### config.mk
export PLATFORM = sky130hd
export DESIGN_NAME = sound_level_window_monitor
export DESIGN_NICKNAME = d
export VERILOG_FILES = /design/src/rtl/slwm_pkg.sv /design/src/rtl/slwm_block.sv /design/src/rtl/slwm_score.sv /design/src/rtl/slwm_cell.sv /design/src/rtl/slwm_window.sv /design/src/rtl/sound_level_window_monitor.sv
export SDC_FILE = /design/constraint.sdc
export NUM_CORES = 1
export LEC_CHECK = 0
export BUFFER_PORTS_ARGS = -buffer_cell sky130_fd_sc_hd__buf_2
export CORE_MARGIN = 5
export CORE_UTILIZATION = 45
export CTS_CLUSTER_SIZE = 28
export DETAILED_ROUTE_END_ITERATION = 8
export PLACE_DENSITY_LB_ADDON = 0.15
export SLEW_MARGIN = 10
export SYNTH_ARGS = -nofsm -noshare
export SYNTH_HDL_FRONTEND = slang
export SYNTH_SLANG_ARGS = --single-unit
### constraint.sdc
create_clock -name clk -period 3.7 [get_ports clk]
set_input_delay 0.555 -clock clk [delete_from_list [all_inputs] [get_ports clk]]
set_output_delay 0.555 -clock clk [all_outputs]
set_load 0.01 [all_outputs]
### src/rtl/slwm_pkg.sv
// ----------------------------------------------------------------------------
// Sound level window monitor package
// Shared widths, codes, configuration struct and pipeline transfer structs.
// ----------------------------------------------------------------------------
`default_nettype none

package slwm_pkg;

  localparam int unsigned LEVEL_W   = 16;
  localparam int unsigned BLOCKS_W  = 7;
  localparam int unsigned POINTS_W  = 8;
  localparam int unsigned TOTAL_W   = 16;
  localparam int unsigned BYTE_W    = 8;
  localparam int unsigned ALARM_W   = 2;
  localparam int unsigned CFG_IDX_W = 3;

  // Opcodes of an input item.
  localparam logic OP_SAMPLE = 1'b0;
  localparam logic OP_CLEAR  = 1'b1;

  // Register indexes of the configuration port.
  localparam logic [CFG_IDX_W-1:0] REG_ENABLE              = 3'd0;
  localparam logic [CFG_IDX_W-1:0] REG_BLOCK_LIMIT         = 3'd1;
  localparam logic [CFG_IDX_W-1:0] REG_BLOCKS_PER_INTERVAL = 3'd2;
  localparam logic [CFG_IDX_W-1:0] REG_NOTICE_VOLUME       = 3'd3;
  localparam logic [CFG_IDX_W-1:0] REG_LOUD_VOLUME         = 3'd4;
  localparam logic [CFG_IDX_W-1:0] REG_LED_THRESHOLD       = 3'd5;
  localparam logic [CFG_IDX_W-1:0] REG_WARNING_COUNT       = 3'd6;
  localparam logic [CFG_IDX_W-1:0] REG_ALARM_COUNT         = 3'd7;

  // Alarm codes.
  localparam logic [ALARM_W-1:0] ALARM_QUIET   = 2'd0;
  localparam logic [ALARM_W-1:0] ALARM_WARNING = 2'd1;
  localparam logic [ALARM_W-1:0] ALARM_ALARM   = 2'd2;

  // Score points per block.
  localparam logic [POINTS_W-1:0] SCORE_NONE    = 8'd0;
  localparam logic [POINTS_W-1:0] SCORE_WARNING = 8'd1;
  localparam logic [POINTS_W-1:0] SCORE_TRIGGER = 8'd2;

  localparam logic [LEVEL_W-1:0] LEVEL_MIN_INIT = 16'hFFFF;
  localparam logic [LEVEL_W-1:0] LEVEL_MAX_INIT = 16'h0000;
  localparam logic [BYTE_W-1:0]  LED_SAT       = 8'hFF;

  // Configuration register reset values.
  localparam logic                RST_ENABLE              = 1'b1;
  localparam logic [LEVEL_W-1:0]  RST_BLOCK_LIMIT         = 16'd500;
  localparam logic [BLOCKS_W-1:0] RST_BLOCKS_PER_INTERVAL = 7'd10;
  localparam logic [LEVEL_W-1:0]  RST_NOTICE_VOLUME       = 16'h2710;
  localparam logic [LEVEL_W-1:0]  RST_LOUD_VOLUME         = 16'h4B00;
  localparam logic [TOTAL_W-1:0]  RST_LED_THRESHOLD       = 16'd25;
  localparam logic [TOTAL_W-1:0]  RST_WARNING_COUNT       = 16'd100;
  localparam logic [TOTAL_W-1:0]  RST_ALARM_COUNT         = 16'd200;

  typedef struct packed {
    logic                enable;
    logic [LEVEL_W-1:0]  block_limit;
    logic [BLOCKS_W-1:0] blocks_per_interval;
    logic [LEVEL_W-1:0]  notice_volume;
    logic [LEVEL_W-1:0]  loud_volume;
    logic [TOTAL_W-1:0]  led_threshold;
    logic [TOTAL_W-1:0]  warning_count;
    logic [TOTAL_W-1:0]  alarm_count;
  } cfg_t;

  // Pipeline control handed to every stage.
  typedef struct packed {
    logic adv;    // whole pipeline moves on this edge
    logic step1;  // item accepted into the front stage
    logic step2;  // valid transfer in the volume stage
    logic step3;  // valid transfer in the scoring stage
    logic step4;  // valid transfer in the window stage
  } pipe_ctl_t;

  // Front stage to volume stage: a block close carries its extremes.
  typedef struct packed {
    logic               clr;
    logic               close;
    logic [LEVEL_W-1:0] vmax;
    logic [LEVEL_W-1:0] vmin;
  } blk_tok_t;

  typedef struct packed {
    logic               clr;
    logic               close;
    logic [LEVEL_W-1:0] volume;
  } vol_tok_t;

  typedef struct packed {
    logic                clr;
    logic                close_int;
    logic [POINTS_W-1:0] points;
    logic [BYTE_W-1:0]   vol_byte;
  } pts_tok_t;

  typedef struct packed {
    logic              close_int;
    logic [BYTE_W-1:0] vol_byte;
  } win_tok_t;

endpackage

`default_nettype wire

### src/rtl/slwm_block.sv
// ----------------------------------------------------------------------------
// Block tracker
// Tracks the minimum and maximum sample of the running block and the sample
// counter, and flags the item that closes a block.
// ----------------------------------------------------------------------------
`default_nettype none

module slwm_block import slwm_pkg::*; (
  input  logic               clk,
  input  logic               rst,
  input  pipe_ctl_t          ctl,
  input  cfg_t               cfg,
  input  logic               opcode,
  input  logic [LEVEL_W-1:0] sample_level,
  output blk_tok_t           tok
);

  logic [LEVEL_W-1:0] sample_counter;
  logic [LEVEL_W-1:0] level_min;
  logic [LEVEL_W-1:0] level_max;
  logic [LEVEL_W-1:0] sample_counter_next;
  logic [LEVEL_W-1:0] level_min_next;
  logic [LEVEL_W-1:0] level_max_next;
  logic [LEVEL_W-1:0] hi;
  logic [LEVEL_W-1:0] lo;
  blk_tok_t           tok_next;

  // Extremes including this sample, and the update of the block state.
  always_comb begin
    hi = (sample_level > level_max) ? sample_level : level_max;
    lo = (sample_level < level_min) ? sample_level : level_min;
    sample_counter_next = sample_counter;
    level_min_next      = level_min;
    level_max_next      = level_max;
    tok_next.clr   = (opcode == OP_CLEAR);
    tok_next.close = 1'b0;
    tok_next.vmax  = hi;
    tok_next.vmin  = lo;
    if (opcode == OP_CLEAR) begin
      level_min_next = LEVEL_MIN_INIT;
      level_max_next = LEVEL_MAX_INIT;
    end else if (cfg.enable) begin
      if (sample_counter >= cfg.block_limit) begin
        tok_next.close      = 1'b1;
        sample_counter_next = '0;
        level_min_next      = LEVEL_MIN_INIT;
        level_max_next      = LEVEL_MAX_INIT;
      end else begin
        sample_counter_next = sample_counter + LEVEL_W'(1);
        level_min_next      = lo;
        level_max_next      = hi;
      end
    end
  end

  // Block state changes only on an accepted transfer.
  always_ff @(posedge clk) begin
    if (rst) begin
      sample_counter <= '0;
      level_min      <= LEVEL_MIN_INIT;
      level_max      <= LEVEL_MAX_INIT;
    end else if (ctl.step1) begin
      sample_counter <= sample_counter_next;
      level_min      <= level_min_next;
      level_max      <= level_max_next;
    end
  end

  // Pipeline register towards the volume stage.
  always_ff @(posedge clk) begin
    if (ctl.adv) begin
      tok <= tok_next;
    end
  end

endmodule

`default_nettype wire

### src/rtl/slwm_score.sv
// ----------------------------------------------------------------------------
// Volume and scoring stages
// Forms the peak-to-peak volume of a closed block, scores it and sums the
// points of each interval.
// ----------------------------------------------------------------------------
`default_nettype none

module slwm_score import slwm_pkg::*; (
  input  logic      clk,
  input  logic      rst,
  input  pipe_ctl_t ctl,
  input  cfg_t      cfg,
  input  blk_tok_t  blk,
  output pts_tok_t  tok
);

  vol_tok_t            vol;
  logic [LEVEL_W-1:0]  last_volume;
  logic [POINTS_W-1:0] interval_points;
  logic [BLOCKS_W-1:0] blocks_in_interval;
  logic [LEVEL_W-1:0]  last_volume_next;
  logic [POINTS_W-1:0] interval_points_next;
  logic [BLOCKS_W-1:0] blocks_in_interval_next;
  logic [POINTS_W-1:0] score;
  logic [POINTS_W-1:0] points_sum;
  logic [BLOCKS_W-1:0] blocks_sum;
  pts_tok_t            tok_next;

  // Volume stage: peak-to-peak of the block, modulo the level width.
  always_ff @(posedge clk) begin
    if (ctl.adv) begin
      vol.clr    <= blk.clr;
      vol.close  <= blk.close;
      vol.volume <= blk.vmax - blk.vmin;
    end
  end

  // Scoring stage: points of the block and the interval count.
  always_comb begin
    if (vol.volume > cfg.loud_volume) begin
      score = SCORE_TRIGGER;
    end else if (vol.volume > cfg.notice_volume) begin
      score = SCORE_WARNING;
    end else begin
      score = SCORE_NONE;
    end
    points_sum = interval_points + score;
    blocks_sum = blocks_in_interval + BLOCKS_W'(1);

    last_volume_next        = last_volume;
    interval_points_next    = interval_points;
    blocks_in_interval_next = blocks_in_interval;
    tok_next.clr       = vol.clr;
    tok_next.close_int = 1'b0;
    tok_next.points    = points_sum;
    if (vol.clr) begin
      last_volume_next        = '0;
      interval_points_next    = '0;
      blocks_in_interval_next = '0;
    end else if (vol.close) begin
      last_volume_next = vol.volume;
      if (blocks_sum >= cfg.blocks_per_interval) begin
        tok_next.close_int      = 1'b1;
        interval_points_next    = '0;
        blocks_in_interval_next = '0;
      end else begin
        interval_points_next    = points_sum;
        blocks_in_interval_next = blocks_sum;
      end
    end
    tok_next.vol_byte = last_volume_next[LEVEL_W-1 -: BYTE_W];
  end

  always_ff @(posedge clk) begin
    if (rst) begin
      last_volume        <= '0;
      interval_points    <= '0;
      blocks_in_interval <= '0;
    end else if (ctl.step3) begin
      last_volume        <= last_volume_next;
      interval_points    <= interval_points_next;
      blocks_in_interval <= blocks_in_interval_next;
    end
  end

  // Pipeline register towards the window stage.
  always_ff @(posedge clk) begin
    if (ctl.adv) begin
      tok <= tok_next;
    end
  end

endmodule

`default_nettype wire

### src/rtl/slwm_cell.sv
// ----------------------------------------------------------------------------
// Window cell
// Holds the points of one past interval and hands them to its neighbour when
// a new interval enters the window.
// ----------------------------------------------------------------------------
`default_nettype none

module slwm_cell import slwm_pkg::*; (
  input  logic                clk,
  input  logic                rst,
  input  logic                clr,
  input  logic                shift,
  input  logic [POINTS_W-1:0] d,
  output logic [POINTS_W-1:0] q
);

  // An emptied window holds zero in every cell.
  always_ff @(posedge clk) begin
    if (rst || clr) begin
      q <= '0;
    end else if (shift) begin
      q <= d;
    end
  end

endmodule

`default_nettype wire

### src/rtl/slwm_window.sv
// ----------------------------------------------------------------------------
// Interval window
// A row of cells holding the last intervals, oldest at the far end, and the
// running window total.
// ----------------------------------------------------------------------------
`default_nettype none

module slwm_window import slwm_pkg::*; #(
  parameter int unsigned WINDOW_INTERVALS = 40
) (
  input  logic               clk,
  input  logic               rst,
  input  pipe_ctl_t          ctl,
  input  pts_tok_t           pts,
  output win_tok_t           tok,
  output logic [TOTAL_W-1:0] window_total
);

  logic [POINTS_W-1:0] cell_q [WINDOW_INTERVALS];
  logic [TOTAL_W-1:0]  window_total_next;
  logic                clr;
  logic                shift;

  assign clr   = ctl.step4 && pts.clr;
  assign shift = ctl.step4 && pts.close_int;

  // Cell 0 takes the new interval; the last cell drops the oldest one.
  for (genvar i = 0; i < WINDOW_INTERVALS; i++) begin : g_cell
    if (i == 0) begin : g_head
      slwm_cell u_cell (
        .clk   (clk),
        .rst   (rst),
        .clr   (clr),
        .shift (shift),
        .d     (pts.points),
        .q     (cell_q[i])
      );
    end else begin : g_body
      slwm_cell u_cell (
        .clk   (clk),
        .rst   (rst),
        .clr   (clr),
        .shift (shift),
        .d     (cell_q[i-1]),
        .q     (cell_q[i])
      );
    end
  end

  // Running total: drop the oldest interval, add the new one.
  assign window_total_next = window_total
                           - TOTAL_W'(cell_q[WINDOW_INTERVALS-1])
                           + TOTAL_W'(pts.points);

  always_ff @(posedge clk) begin
    if (rst || clr) begin
      window_total <= '0;
    end else if (shift) begin
      window_total <= window_total_next;
    end
  end

  // Pipeline register towards the output stage.
  always_ff @(posedge clk) begin
    if (ctl.adv) begin
      tok.close_int <= pts.close_int && !pts.clr;
      tok.vol_byte  <= pts.vol_byte;
    end
  end

endmodule

`default_nettype wire

### src/rtl/sound_level_window_monitor.sv
// The monitor takes one transfer per clock cycle while in_stall is low and
// gives one result for each. The block tracking register is loaded at the
// transfer itself; the volume subtraction, scoring, window update and output
// registers follow it in that order. The window is a row of cells that shifts
// by one place at each interval close, so a clear item empties it at once and
// there is no clearing pass after reset.
// The pipeline moves as a whole; it stalls the input only while a result is
// held in the output register.
// ----------------------------------------------------------------------------
// Sound level window monitor, top level
// Configuration registers, pipeline control, window and alarm output stage.
// ----------------------------------------------------------------------------
`default_nettype none

module sound_level_window_monitor import slwm_pkg::*; #(
  parameter int unsigned WINDOW_INTERVALS = 40
) (
  input  logic                 clk,
  input  logic                 rst,
  // Configuration port
  input  logic                 cfg_we,
  input  logic [CFG_IDX_W-1:0] cfg_index,
  input  logic [LEVEL_W-1:0]   cfg_data,
  // Input channel
  input  logic                 in_valid,
  output logic                 in_stall,
  input  logic                 opcode,
  input  logic [LEVEL_W-1:0]   sample_level,
  // Output channel
  output logic                 out_valid,
  input  logic                 out_stall,
  output logic [BYTE_W-1:0]    volume_byte,
  output logic [ALARM_W-1:0]   alarm_level,
  output logic                 led_update,
  output logic [BYTE_W-1:0]    led_level
);

  cfg_t               cfg;
  pipe_ctl_t          ctl;
  logic               adv;
  logic               v1;
  logic               v2;
  logic               v3;
  logic               v4;
  blk_tok_t           blk_tok;
  pts_tok_t           pts_tok;
  win_tok_t           win_tok;
  logic [TOTAL_W-1:0] window_total;
  logic [ALARM_W-1:0] alarm_next;
  logic [BYTE_W-1:0]  led_next;

  // Configuration registers.
  always_ff @(posedge clk) begin
    if (rst) begin
      cfg.enable              <= RST_ENABLE;
      cfg.block_limit         <= RST_BLOCK_LIMIT;
      cfg.blocks_per_interval <= RST_BLOCKS_PER_INTERVAL;
      cfg.notice_volume       <= RST_NOTICE_VOLUME;
      cfg.loud_volume         <= RST_LOUD_VOLUME;
      cfg.led_threshold       <= RST_LED_THRESHOLD;
      cfg.warning_count       <= RST_WARNING_COUNT;
      cfg.alarm_count         <= RST_ALARM_COUNT;
    end else if (cfg_we) begin
      unique case (cfg_index)
        REG_ENABLE:              cfg.enable              <= cfg_data[0];
        REG_BLOCK_LIMIT:         cfg.block_limit         <= cfg_data;
        REG_BLOCKS_PER_INTERVAL: cfg.blocks_per_interval <= cfg_data[BLOCKS_W-1:0];
        REG_NOTICE_VOLUME:       cfg.notice_volume       <= cfg_data;
        REG_LOUD_VOLUME:         cfg.loud_volume         <= cfg_data;
        REG_LED_THRESHOLD:       cfg.led_threshold       <= cfg_data;
        REG_WARNING_COUNT:       cfg.warning_count       <= cfg_data;
        REG_ALARM_COUNT:         cfg.alarm_count         <= cfg_data;
        default:                 cfg.enable              <= cfg.enable;
      endcase
    end
  end

  // The pipeline moves whenever the output register is empty or being taken.
  assign adv      = !out_valid || !out_stall;
  assign in_stall = !adv;

  assign ctl.adv   = adv;
  assign ctl.step1 = in_valid && adv;
  assign ctl.step2 = v1 && adv;
  assign ctl.step3 = v2 && adv;
  assign ctl.step4 = v3 && adv;

  // Stage valid flags.
  always_ff @(posedge clk) begin
    if (rst) begin
      v1        <= 1'b0;
      v2        <= 1'b0;
      v3        <= 1'b0;
      v4        <= 1'b0;
      out_valid <= 1'b0;
    end else if (adv) begin
      v1        <= in_valid;
      v2        <= v1;
      v3        <= v2;
      v4        <= v3;
      out_valid <= v4;
    end
  end

  slwm_block u_block (
    .clk          (clk),
    .rst          (rst),
    .ctl          (ctl),
    .cfg          (cfg),
    .opcode       (opcode),
    .sample_level (sample_level),
    .tok          (blk_tok)
  );

  slwm_score u_score (
    .clk (clk),
    .rst (rst),
    .ctl (ctl),
    .cfg (cfg),
    .blk (blk_tok),
    .tok (pts_tok)
  );

  slwm_window #(
    .WINDOW_INTERVALS (WINDOW_INTERVALS)
  ) u_window (
    .clk          (clk),
    .rst          (rst),
    .ctl          (ctl),
    .pts          (pts_tok),
    .tok          (win_tok),
    .window_total (window_total)
  );

  // Alarm level and LED level from the window total.
  always_comb begin
    if (window_total > cfg.alarm_count) begin
      alarm_next = ALARM_ALARM;
    end else if (window_total > cfg.warning_count) begin
      alarm_next = ALARM_WARNING;
    end else begin
      alarm_next = ALARM_QUIET;
    end
    if (!win_tok.close_int || !(window_total > cfg.led_threshold)) begin
      led_next = '0;
    end else if (window_total[TOTAL_W-1:BYTE_W+1] != '0) begin
      led_next = LED_SAT;
    end else begin
      led_next = window_total[BYTE_W:1];
    end
  end

  // Output register.
  always_ff @(posedge clk) begin
    if (adv) begin
      volume_byte <= win_tok.vol_byte;
      alarm_level <= alarm_next;
      led_update  <= win_tok.close_int;
      led_level   <= led_next;
    end
  end

endmodule

`default_nettype wire

Word level (Yosys, flattened, before mapping)
Cells that the tools add are included.

Equal/unequal tests: 7. Magnitude comparators: 9. Muxes and demuxes: 23. Reduce and logical (&&, ||, !) cells: 32. Bitwise gates (word level): 3. Add/sub/neg operators: 6.

Operator list (number): 16-bit two-way mux (11); 16-bit greater-than comparator (6); 8-bit two-way mux (5); 7-bit two-way mux (3); 2-bit AND reduction (10); 16-bit by 1-bit adder with 16-bit output (second input constant) (1); 16-bit by 8-bit adder with 16-bit output (1); 16-bit greater-or-equal comparator (1); 16-bit < comparator (1); 16-bit subtractor (1); 16-bit by 8-bit subtractor with 16-bit output (1); 3-bit == test (second input constant) (4); 8-bit adder (1); 7-bit by 1-bit adder with 7-bit output (second input constant) (1); 7-bit greater-or-equal comparator (1); 7-bit nonzero test (1); 3-bit by 2-bit == test with 1-bit output (second input constant) (2); 1-bit logical AND (6); 1-bit logical NOT (6); 1-bit two-way mux (4); 2-bit nonzero test (2); 2-bit OR reduction (2); 3-bit by 1-bit == test with 1-bit output (second input constant) (1); 3-bit logical NOT (1); other kinds (3) (7).

Input bits: 41. Word-level logic and storage cells: 157. Flip-flop bits (word level): 614. Output and inout port bits: 21.

Logic depth before layout (Yosys ltp)
Gate-level depths: netlist of run 1.

Depth in word-level cells: 7. Depth in mapped cells: 16. Mapped depth without buffers: 16.

By module
A second synthesis of run 1 with hierarchy kept.

Cell total of the unflattened synthesis: 2908. Area, all modules: 28466.1 µm².

Modules (own cells, without submodules): slwm_cell (area each 295.3 µm², sequential area each 160.2 µm², instances 40, cells an instance 27); sound_level_window_monitor (area each 5759.3 µm², sequential area each 2752.6 µm², instances 1, cells an instance 679); slwm_block (area each 5102.4 µm², sequential area each 1981.9 µm², instances 1, cells an instance 538); slwm_score (area each 3920.0 µm², sequential area each 1541.5 µm², instances 1, cells an instance 392); slwm_window (area each 1873.0 µm², sequential area each 590.6 µm², instances 1, cells an instance 219).

Worst setup path before layout of run 1
Ideal clock, no wire load.

Kind: input to register. Start point: input port out_stall. End point: register u_window.g_cell[0].g_head.u_cell.q[4]. Data arrival time: 3208 ps. Cell stages on the path: 8. Path slack: 422 ps. Buffers on the path: 4. Data required time: 3630 ps. Library setup time: 70 ps. Path through: nand2_1 > buf_2 > and3_1 > clkbuf_1 > clkbuf_1 > clkbuf_1 > nand2_1 > a21oi_1.

Longest elaborated chain between the ends: 5. Elaborated cells between the ends (all ways): 6. Those cells by class: reduce/logical: 6.

RTL lines: start, declared (RTL line sound_level_window_monitor.sv:31) `input logic out_stall,`; 1-bit logical NOT (*) (RTL line sound_level_window_monitor.sv:79) `assign adv = !out_valid || !out_stall;`; 1-bit logical OR (*) (RTL line sound_level_window_monitor.sv:79); 1-bit logical AND (*) (RTL line sound_level_window_monitor.sv:86) `assign ctl.step4 = v3 && adv;`; 1-bit logical AND (RTL line slwm_window.sv:24) `assign clr = ctl.step4 && pts.clr;`; 1-bit logical OR (RTL line slwm_cell.sv:19) `if (rst || clr) begin`; end signal, assigned (RTL line slwm_cell.sv:20) `q <= '0;`; end signal, assigned (RTL line slwm_cell.sv:22) `q <= d;`; end, declared (RTL line slwm_cell.sv:14) `output logic [POINTS_W-1:0] q`.

Mark *: on every way between the ends. The rest lies on a longest branch, timed or not. A chain may end at the register's enable or synchronous reset.

Worst setup path in the final report of run 1
Start point: register u_score.vol[9] in the netlist's numbering. End point: register u_score.interval_points[7].

Longest elaborated chain between the ends: 7. Elaborated cells between the ends (all ways): 8. Those cells by class: add/sub: 1; order compare: 2; mux: 5.

RTL lines: start, declared (RTL line slwm_score.sv:17) `vol_tok_t vol;`; 16-bit greater-than comparator (RTL line slwm_score.sv:42) `end else if (vol.volume > cfg.notice_volume) begin`; 1-bit two-way mux (RTL line slwm_score.sv:42); 8-bit two-way mux (*) (RTL line slwm_score.sv:40) `if (vol.volume > cfg.loud_volume) begin`; 8-bit adder (*) (RTL line slwm_score.sv:47) `points_sum = interval_points + score;`; net u_score.points_sum[7] (RTL line slwm_score.sv:25) `logic [POINTS_W-1:0] points_sum;`; 8-bit two-way mux (*) (RTL line slwm_score.sv:62) `if (blocks_sum >= cfg.blocks_per_interval) begin`; 8-bit two-way mux (*) (RTL line slwm_score.sv:60) `end else if (vol.close) begin`; 8-bit two-way mux (*) (RTL line slwm_score.sv:56) `if (vol.clr) begin`; end signal, assigned (RTL line slwm_score.sv:81) `interval_points <= interval_points_next;`; end, declared (RTL line slwm_score.sv:19) `logic [POINTS_W-1:0] interval_points;`.

Mark *: on every way through the listed nets, which the timed path passes. The rest lies on a longest branch. The select of a mux whose other input is x is not followed.

==> results_dict.tcl, run 1 <==
set metrics [dict create \
    synth_nets 3345 \
    coreArea_um2 58900 \
    synth_fa_ha_area_share_pct 8.80 \
    p_switching_mw 3.61 \
    start_kind "flip-flop" \
    crit_type "flip-flop to flip-flop" \
    portBuffers 61 \
    dpl-instance-area_um2 27800 \
    hold_violations 0 \
    cts_setup_buffers 0 \
    outcome "complete, no violations" \
    fin_skew_ps 22.8 \
    setup_slack_ps 364 \
    cts_buffers 67 \
    period_share_pct 90.2 \
    fp-row-count 89 \
    grt_max_degree 125 \
    finalWeightedCongestion 0.854 \
    slew_headroom_pct 30.1 \
    drt-wirelength-per-cell_um 14.9 \
    via_per_inst 5.20 \
    maxCapViolCount 0 \
    vias 20517 \
    end_kind "flip-flop" \
    p_seq_share_pct 47.8 \
    die-area_um2 64400 \
    synth_mux_area_share_pct 0.566 \
    syn-cell-area_um2 26700 \
    postCtsHoldBufs 0 \
    fp.dieH_um 254 \
    synth_edf_count 98 \
    layout.nets 3347 \
    comb_power_share_pct 9.3 \
    yosysMostFrequentCell "nand2_1" \
    clkPwrFrac_pct 42.9 \
    antenna_found_initial 0 \
    p_leak_nw 11.4 \
    ioPinCount 62 \
    rsz0062_at_grt "false" \
    async_reset_ff_share_pct 0 \
    synth_compound_area_share_pct 16.1 \
    start_util_pct 45.4 \
    dieWidth_um 254 \
    first_global_vias 19521 \
    clock_latency_ps 600 \
    cp_max_fo 4 \
    path_clk_slew_ps 60 \
    grt.overflow.total 0 \
    cts_tree "built" \
    synth.avg_cell_area_um2 8.57 \
    arrival_ps 3820 \
    slew_viol_final 0 \
    critPathRequiredTime_ps 4180 \
    clockRootBuffer "clkbuf_16" \
    drt_iter0_drc 1126 \
    hpwl_mm 38.8 \
    yosysTopAreaCell "dfxtp_1" \
    drt-total-wl_mm 58.9 \
    firstDrtPassIters 5 \
    netlist_top_cells_area "dfxtp_1 39%, nand2_1 12%, edfxtp_1 11%" \
    grt_pass1_wl_mm 96.8 \
    power_density_nw_per_um2 498 \
    synth_top_family_by_area "simple AND/OR/NAND/NOR gates" \
    cts.sinks 614 \
    drive_above_1_share_pct 7.19 \
    synth.ff_latch_count 614 \
    track_usage_pct 17.9 \
    peakVddDrop_uv 364 \
    fin_crit_ps 3340 \
    ant_nets 0 \
    ys_seq_area_share_pct 49.6 \
    synth-simple-area-share_pct 18.0 \
    hp-class "input pin to flip-flop" \
    detail_route.drc_violations 0 \
    setup_viol 0 \
    synth_cell_types 75 \
    synth-xor-area-share_pct 1.38 \
    p_int_mw 11.3 \
    htree_num_levels 3 \
    yosys_warnings 0 \
    clk_path_buf_depth 3 \
    power.total_mw 14.9 \
    synth_cells 3122 \
    setup_tns_ps 0 \
    place_ws_ps 370 \
    p_sw_share_pct 24.3 \
    synthDominantCellAreaShare_pct 38.6 \
    fin_util_pct 50.7 \
    antenna_cells 0 \
    fmax_mhz 300 \
    synth_common_cells "859 x nand2_1, 516 x dfxtp_1, 459 x a21oi_1" \
    synthToLayoutAreaGrowth_pct 11.8 \
    synth_ff_type "dfxtp_1" \
    cts.repair.resized 0 \
    worst_pin_slew_ps 1050 \
    fin_area_um2 29900 \
]
kinds of logic after synthesis:
group,Yosys count
adder cells (fa/ha/maj),182
AND/OR/NAND/NOR,1166
multiplexers,15
flip-flops,614
buffers and inverters,381
XOR/XNOR,42
AO/OA/AOI/OAI,722
cell usage in the layout (no fill, tap or decap), types with 6 or more instances in the layout:
cell type,instances
a211o_1,24
a211oi_1,14
a21o_1,29
a21oi_1,459
a22o_1,17
a22o_2,9
a22oi_1,18
and3_1,11
buf_12,11
buf_2,60
buf_4,27
clkbuf_1,22
clkbuf_16,69
clkbuf_8,7
clkinv_2,10
dfxtp_1,516
edfxtp_1,98
fa_1,10
ha_1,172
inv_1,216
mux2i_1,14
nand2_1,858
nand2b_1,16
nand3_1,43
nand3b_1,7
nand4_1,31
nor2_1,122
nor2b_1,21
nor3_1,21
o211ai_1,9
o21a_1,25
o21ai_0,66
or3_1,6
xnor2_1,23
xor2_1,19
routing by layer:
metal  share of wire (%)  wire length, um  vias to the layer above  GRT usage [%]
met2                  48            28300                      256           30.1
met1                  46            27300                     9693           23.9
met4                 2.4             1400                        0           4.97
met3                 3.1             1850                      107           3.12
met5                   0                0                        -              0
li1                    -                -                    10461              -
cell type report:
type	instances	area, um2
Clock buffer	98	1910
Timing Repair Buffer	98	723
Fill cell	5491	29000
Tap cell	773	967
Inverter	216	811
Multi-Input combinational cell	2127	12000
Sequential cell	614	13300
Clock inverter	20	190
power groups by stage:
stage	logic, mW	clock network, mW	registers, mW
global placement	1.35	0	7.24
CTS	1.39	6.58	7.11
detailed placement	1.37	0	7.25
global route	1.56	6.87	7.12
floorplan	0.999	0	7.20
finish	1.38	6.38	7.11
final timing paths:
path | from | to | slack [ps] | cells after the start
worst max-delay path | u_score.vol[9] | u_score.interval_points[7] | 360 | 15
worst min-delay path | sample_level[7] | u_block.level_max[7] | 270 | 2
worst max register to register | u_score.vol[9] | u_score.interval_points[7] | 360 | 15
worst min register to register | u_block.tok[32] | u_score.vol[16] | 420 | 0
registers in the layout (all words and copies together) (netlist names), 2 cells and up:
register and cells:
u_score.blocks_in_interval 7, volume_byte 8, u_block.level_min 16, led_level 8, u_block.tok 34, u_window.g_cell.g_body.u_cell.q 312
u_window.window_total 16, u_window.g_cell.g_head.u_cell.q 8, u_block.sample_counter 16, u_score.last_volume 8, alarm_level 2, u_window.tok 9
u_block.level_max 16, u_score.interval_points 8, cfg 104, u_score.vol 17, u_score.tok 18
through the flow:
stage                     hold slack, ps  std cells
after floorplan                      400       3122
after global placement               401       3828
after detailed placement             406       3828
after CTS                            218       3946
after global routing                 239       3946
final                                268       3946
worst max-delay path: stages, from the launching register on:
cell and delay, ps:
edfxtp_1 450, ha_1 320, a21o_1 160, a21o_1 170
a21oi_1 190, nor2_1 60, a211oi_1 220, a21oi_1 190
a211oi_1 250, ha_1 240, a21oi_1 90, nor2b_1 150
and3_1 250, nand3_1 120, xnor2_1 150, a22o_1 210
Note: power is estimated with default switching activity, not from simulation.
==> run 2, diff against run 1 <==
- CAP_MARGIN: unset -> 40
- CORE_ASPECT_RATIO: unset -> 0.6
==> run 2 against run 1 <==
Compared with the run above: sequential share of layout area about the same; non-clock buffer count increased by 3; utilization decreased by 0.069 points; worst hold slack got worse by 71 ps; global-route usage increased by 0.39 points; first-iteration DRC count increased by 43%; critical path type unchanged; clock power about the same; sequential power about the same; via count decreased by 0.62%; clock-buffer cell count decreased by 24.
==> results_dict.tcl, run 2 (synthesized netlist as in run 1, its figures left out) <==
set metrics [dict create \
    outcome "complete, no violations" \
    hpwl_mm 40.6 \
    setup_viol 0 \
    ioPinCount 62 \
    cp_slowest_cell "edfxtp_1" \
    grt_pass1_wl_mm 98.9 \
    reg.largest.list "u_window.g_cell.g_body.u_cell.q: 312 flops, cfg: 104 flops, u_block.tok: 34 flops" \
    r2r-start "u_score.vol[9]" \
    grt_max_degree 104 \
    layout_commonest_cell "nand2_1" \
    seq_area_um2 13300 \
    period_share_pct 93.2 \
    htree_num_levels 2 \
    grt.overflow.total 0 \
    fmax_mhz 290 \
    drt-total-wl_mm 60.5 \
    finalWeightedCongestion 0.855 \
    fp-row-count 69 \
    coreArea_um2 59100 \
    drt-wirelength-per-cell_um 15.3 \
    start_util_pct 45.3 \
    synthToLayoutAreaGrowth_pct 11.9 \
    start_kind "flip-flop" \
    dieWidth_um 325 \
    maxCapViolCount 0 \
    via_per_inst 5.16 \
    critPathRequiredTime_ps 4210 \
    setup_tns_ps 0 \
    drt_iter0_drc 1608 \
    p_leak_nw 11.4 \
    largest_reg_flops 312 \
    multi_input_area_um2 12000 \
    ant_nets 0 \
    rr_worst_depth 15 \
    cts_buffers 58 \
    dpl-instance-area_um2 27900 \
    crit_chain "ha_1, a21o_1, a21o_1, a21oi_1, nor2_1, a211oi_1, a21oi_2, a211oi_1, ha_1, a21oi_1, nor2b_2, and3_1, nand3_1, xnor2_1, a22o_1" \
    crit_buf_inv 0 \
    peakVddDrop_uv 363 \
    cts_tree "built" \
    setup_slack_ps 253 \
    end_kind "flip-flop" \
    postCtsHoldBufs 0 \
    rsz0062_at_grt "false" \
    fp.dieH_um 199 \
    min_path_cells 2 \
    hold_violations 0 \
    detail_route.drc_violations 0 \
    critPathMaxStageDelay_ps 430 \
    first_global_vias 19077 \
    clockRootBuffer "clkbuf_16" \
    antenna_found_initial 2 \
    slew_viol_final 0 \
    die-area_um2 64600 \
    clock_latency_ps 620 \
    slew_headroom_pct 40.6 \
    min_from "sample_level[0]" \
    fin_skew_ps 16.9 \
    fin_util_pct 50.7 \
    mostFrequentLayoutCells "858 x nand2_1, 516 x dfxtp_1, 458 x a21oi_1" \
    layout.nets 3341 \
    arrival_ps 3960 \
    track_usage_pct 18.3 \
    power_density_nw_per_um2 498 \
    place_ws_ps 204 \
    clk_path_buf_depth 3 \
    firstDrtPassIters 8 \
    portBuffers 61 \
    fin_area_um2 29900 \
    hp-class "input pin to flip-flop" \
    worst_pin_slew_ps 889 \
    cpLargestDelayFamily "compound AO/OA/AOI/OAI gates" \
    drive_above_1_share_pct 7.52 \
    path_clk_slew_ps 70 \
    cts_setup_buffers 0 \
    vias 20390 \
    nFillCells 5593 \
    cp_max_fo 4 \
    regMostFlops "u_window.g_cell.g_body.u_cell.q" \
    crit_type "flip-flop to flip-flop" \
    hold_end "u_block.level_max[0]" \
    fin_crit_ps 3450 \
    cts.sinks 614 \
    worst-r2r-setup-slack_ps 250 \
    r2r-end "u_score.interval_points[7]" \
]
-- run 2: cell count changes in the layout (fill, tap and decap cells not counted), moves of 6 or more --
cell,delta
clkbuf_16,-8
clkinvlp_4,+9
clkbuf_1,-15
bufinv_16,+6
-- run 2: final cells by class --
class	count	share of cell area [%]
tap	781	3.27
sequential	614	44.4
clock inverter	34	1.38
clock buffer	74	5.47
multi-input combinational	2127	40.2
timing repair buffer	101	2.62
inverter	216	2.71
antenna	1	0.00836
-- run 2: worst max path at each step --
| stage | startpoint | end | slack [ps] | cells after the start |
|---|---|---|---|---|
| 2_1_floorplan | out_stall | u_window.g_cell[0].g_head.u_cell.q[4] | 420 | 8 |
| 3_3_place_gp | u_score.vol[9] | u_score.interval_points[7] | 340 | 15 |
| 3_5_place_dp | u_score.vol[9] | u_score.interval_points[7] | 200 | 15 |
| 4_1_cts | u_score.vol[9] | u_score.interval_points[7] | 170 | 15 |
| 5_1_grt | u_score.vol[9] | u_score.interval_points[7] | 3 | 15 |
| 6_report | u_score.vol[9] | u_score.interval_points[7] | 250 | 15 |
-- run 2: routing by layer --
layer,track usage [%],share of wire [%],vias up
met1,28.5,53,9473
met3,3.07,4.7,94
met5,0,0.021,-
met2,26.0,40,370
li1,-,-,10451
met4,4.79,2.2,2
-- run 2: repair_timing --
item	4_1_cts	5_1_grt
gates resized for setup	0	2
endpoints found under the setup margin	0	2
endpoints found under the hold margin	0	0
-- run 2: worst register-to-register path: cells and delay by family, from the launching register on --
| kind | cells | cell delay [ps] |
|---|---|---|
| flops | 1 | 430 |
| compound gates | 8 | 1530 |
| simple gates | 4 | 640 |
| fa+ha+maj | 2 | 560 |
| xor+xnor | 1 | 160 |
-- run 2: power by group --
group / total, mW / internal, mW / leakage, nW / switching, mW
combinational: 1.44 / 0.567 / 5.12 / 0.872
sequential: 7.10 / 6.98 / 5.29 / 0.117
clock: 6.36 / 3.70 / 0.978 / 2.66
-- run 2: metrics by stage --
step           hold slack, ps  std cells  total power, mW
2_1_floorplan             400       3122             8.20
4_1_cts                   146       3947             15.1
3_3_place_gp              405       3836             8.62
5_1_grt                   201       3948             15.5
6_report                  197       3948             14.9
3_5_place_dp              405       3839             8.66
==> run 3, diff against run 2 <==
- BUFFER_PORTS_ARGS: -buffer_cell sky130_fd_sc_hd__buf_2 -> -buffer_cell sky130_fd_sc_hd__buf_4
- SYNTH_HIERARCHICAL: unset -> 1
==> run 3 against run 2 <==
Compared with the run above: clock-buffer cell count up 10; clock power shrank 6.4%; synthesized cell count is 6.9% lower; first-iteration DRC count down 21%; clock skew rose by 7.2 ps; wire length is 8.2% higher; utilization fell by 0.97 points; register-to-register slack better by 160 ps; sequential cell count did not move; largest power group unchanged; highest routed layer is now met4.
==> results_dict.tcl, run 3 <==
set metrics [dict create \
    outcome "complete, no violations" \
    p_int_mw 10.9 \
    grt_max_degree 71 \
    slew_viol_final 0 \
    hp-class "input pin to flip-flop" \
    slew_headroom_pct 39.2 \
    worst_pin_slew_ps 912 \
    rr_worst_depth 14 \
    cp_max_fo 3 \
    mostFrequentLayoutCells "516 x dfxtp_1, 395 x nor2_1, 335 x mux2i_1" \
    hold_end "u_block/level_max[15]" \
    comb_power_share_pct 10.3 \
    cpLargestDelayFamily "compound AO/OA/AOI/OAI gates" \
    drt-wirelength-per-cell_um 17.3 \
    fin_util_pct 49.7 \
    fin_crit_ps 3290 \
    cts.sinks 614 \
    ant_nets 0 \
    power_density_nw_per_um2 468 \
    largest_reg_flops 312 \
    portBuffers 61 \
    cts_tree "built" \
    layout_commonest_cell "dfxtp_1" \
    finalWeightedCongestion 0.877 \
    reg.largest.list "u_window/g_cell.g_body.u_cell/q: 312 flops, cfg: 104 flops, u_block/tok: 34 flops" \
    die-area_um2 68500 \
    setup_viol 0 \
    detail_route.drc_violations 0 \
    clockRootBuffer "clkbuf_16" \
    fp.dieH_um 205 \
    clk_path_buf_depth 3 \
    dpl-instance-area_um2 29200 \
    placed_cells 3689 \
    drt-total-wl_mm 65.5 \
    arrival_ps 3790 \
    cts.repair.resized 0 \
    p_sw_share_pct 24.8 \
    regMostFlops "u_window/g_cell.g_body.u_cell/q" \
    p_seq_share_pct 48.8 \
    power.total_mw 14.6 \
    end_kind "flip-flop" \
    first_global_vias 19800 \
    synth_cells 2907 \
    fmax_mhz 304 \
    maxCapViolCount 0 \
    cts_buffers 58 \
    crit_type "flip-flop to flip-flop" \
    crit_buf_inv 0 \
    period_share_pct 88.8 \
    yosys_warnings 6 \
    stdcell_count 3794 \
    htree_num_levels 2 \
    layout.nets 3130 \
    hold_violations 0 \
    synth_nets 3127 \
    ioPinCount 62 \
    start_util_pct 45.4 \
    grt_pass1_wl_mm 107 \
    r2r-start "u_score/vol[1]" \
    drt_iter0_drc 1272 \
    critPathMaxStageDelay_ps 410 \
    hpwl_mm 46.2 \
    p_leak_nw 11.9 \
    crit_chain "ha_1, nor2b_1, o21a_1, o21ai_1, a21oi_1, o31ai_1, a21oi_1, nor3_1, ha_1, a21o_1, nand2_1, nor3_1, xor2_1, a32o_1" \
    cts_setup_buffers 0 \
    drive_above_1_share_pct 8.76 \
    synthToLayoutAreaGrowth_pct 9.37 \
    path_clk_slew_ps 70 \
    r2r-end "u_score/interval_points[7]" \
    whs_ps 233 \
    dieWidth_um 335 \
    fin_area_um2 31100 \
    via_per_inst 5.30 \
    place_ws_ps 525 \
    track_usage_pct 19.0 \
    cp_slowest_cell "edfxtp_1" \
    peakVddDrop_uv 332 \
    start_kind "flip-flop" \
    firstDrtPassIters 5 \
    p_switching_mw 3.62 \
    fp-row-count 71 \
    postCtsHoldBufs 0 \
    antenna_cells 0 \
    synth.avg_cell_area_um2 9.79 \
    worst-r2r-setup-slack_ps 410 \
    nFillCells 5750 \
    min_from "sample_level[15]" \
    syn-cell-area_um2 28500 \
    grt.overflow.total 0 \
    setup_slack_ps 414 \
    fin_skew_ps 24.1 \
    coreArea_um2 62600 \
    critPathRequiredTime_ps 4200 \
    rsz0062_at_grt "false" \
    clock_latency_ps 620 \
    clkPwrFrac_pct 40.8 \
    setup_tns_ps 0 \
    antenna_found_initial 0 \
    min_path_cells 3 \
    vias 20112 \
]
==> run 3: worst max path at each step <==
stage / slack [ps] / to / startpoint / cells past startpoint
after floorplan: 340 / u_window/g_cell[0].g_head.u_cell/q[0] / out_stall / 9
after global placement: 590 / u_score/interval_points[6] / u_score/vol[9] / 14
after detailed placement: 520 / u_score/interval_points[7] / u_score/vol[1] / 14
after CTS: 500 / u_score/interval_points[7] / u_score/vol[1] / 14
after global routing: 150 / u_score/interval_points[7] / u_score/vol[1] / 14
final: 410 / u_score/interval_points[7] / u_score/vol[1] / 14
==> run 3: tightest hold or removal path: stages <==
cell and delay (ps):
buf_4 120, nand4_1 70, nand3_1 70
==> run 3: per-layer routing <==
layer	wire, um	global-route usage, %	part of all wire [%]
met1	35200	29.9	54
met2	26100	27.2	40
met3	3100	2.84	4.7
met4	1060	4.30	1.6
met5	0	0	0
==> run 3: power by group through the flow <==
stage          registers, mW  logic, mW  clock network [mW]
2_1_floorplan           7.20       1.11                   0
3_3_place_gp            7.25       1.44                   0
3_5_place_dp            7.26       1.48                   0
4_1_cts                 7.11       1.49                6.15
5_1_grt                 7.13       1.69                6.46
6_report                7.11       1.50                5.95
==> run 3: area by class of cell <==
| class | count | area [um2] | area share (%) |
|---|---|---|---|
| clock buffers | 84 | 1720 | 5.53 |
| clock inverters | 21 | 174 | 0.559 |
| inverters | 199 | 754 | 2.42 |
| multi-input cells | 1939 | 13400 | 42.9 |
| flip-flops and latches | 614 | 13300 | 42.6 |
| well taps | 839 | 1050 | 3.37 |
| repair buffers | 98 | 790 | 2.54 |
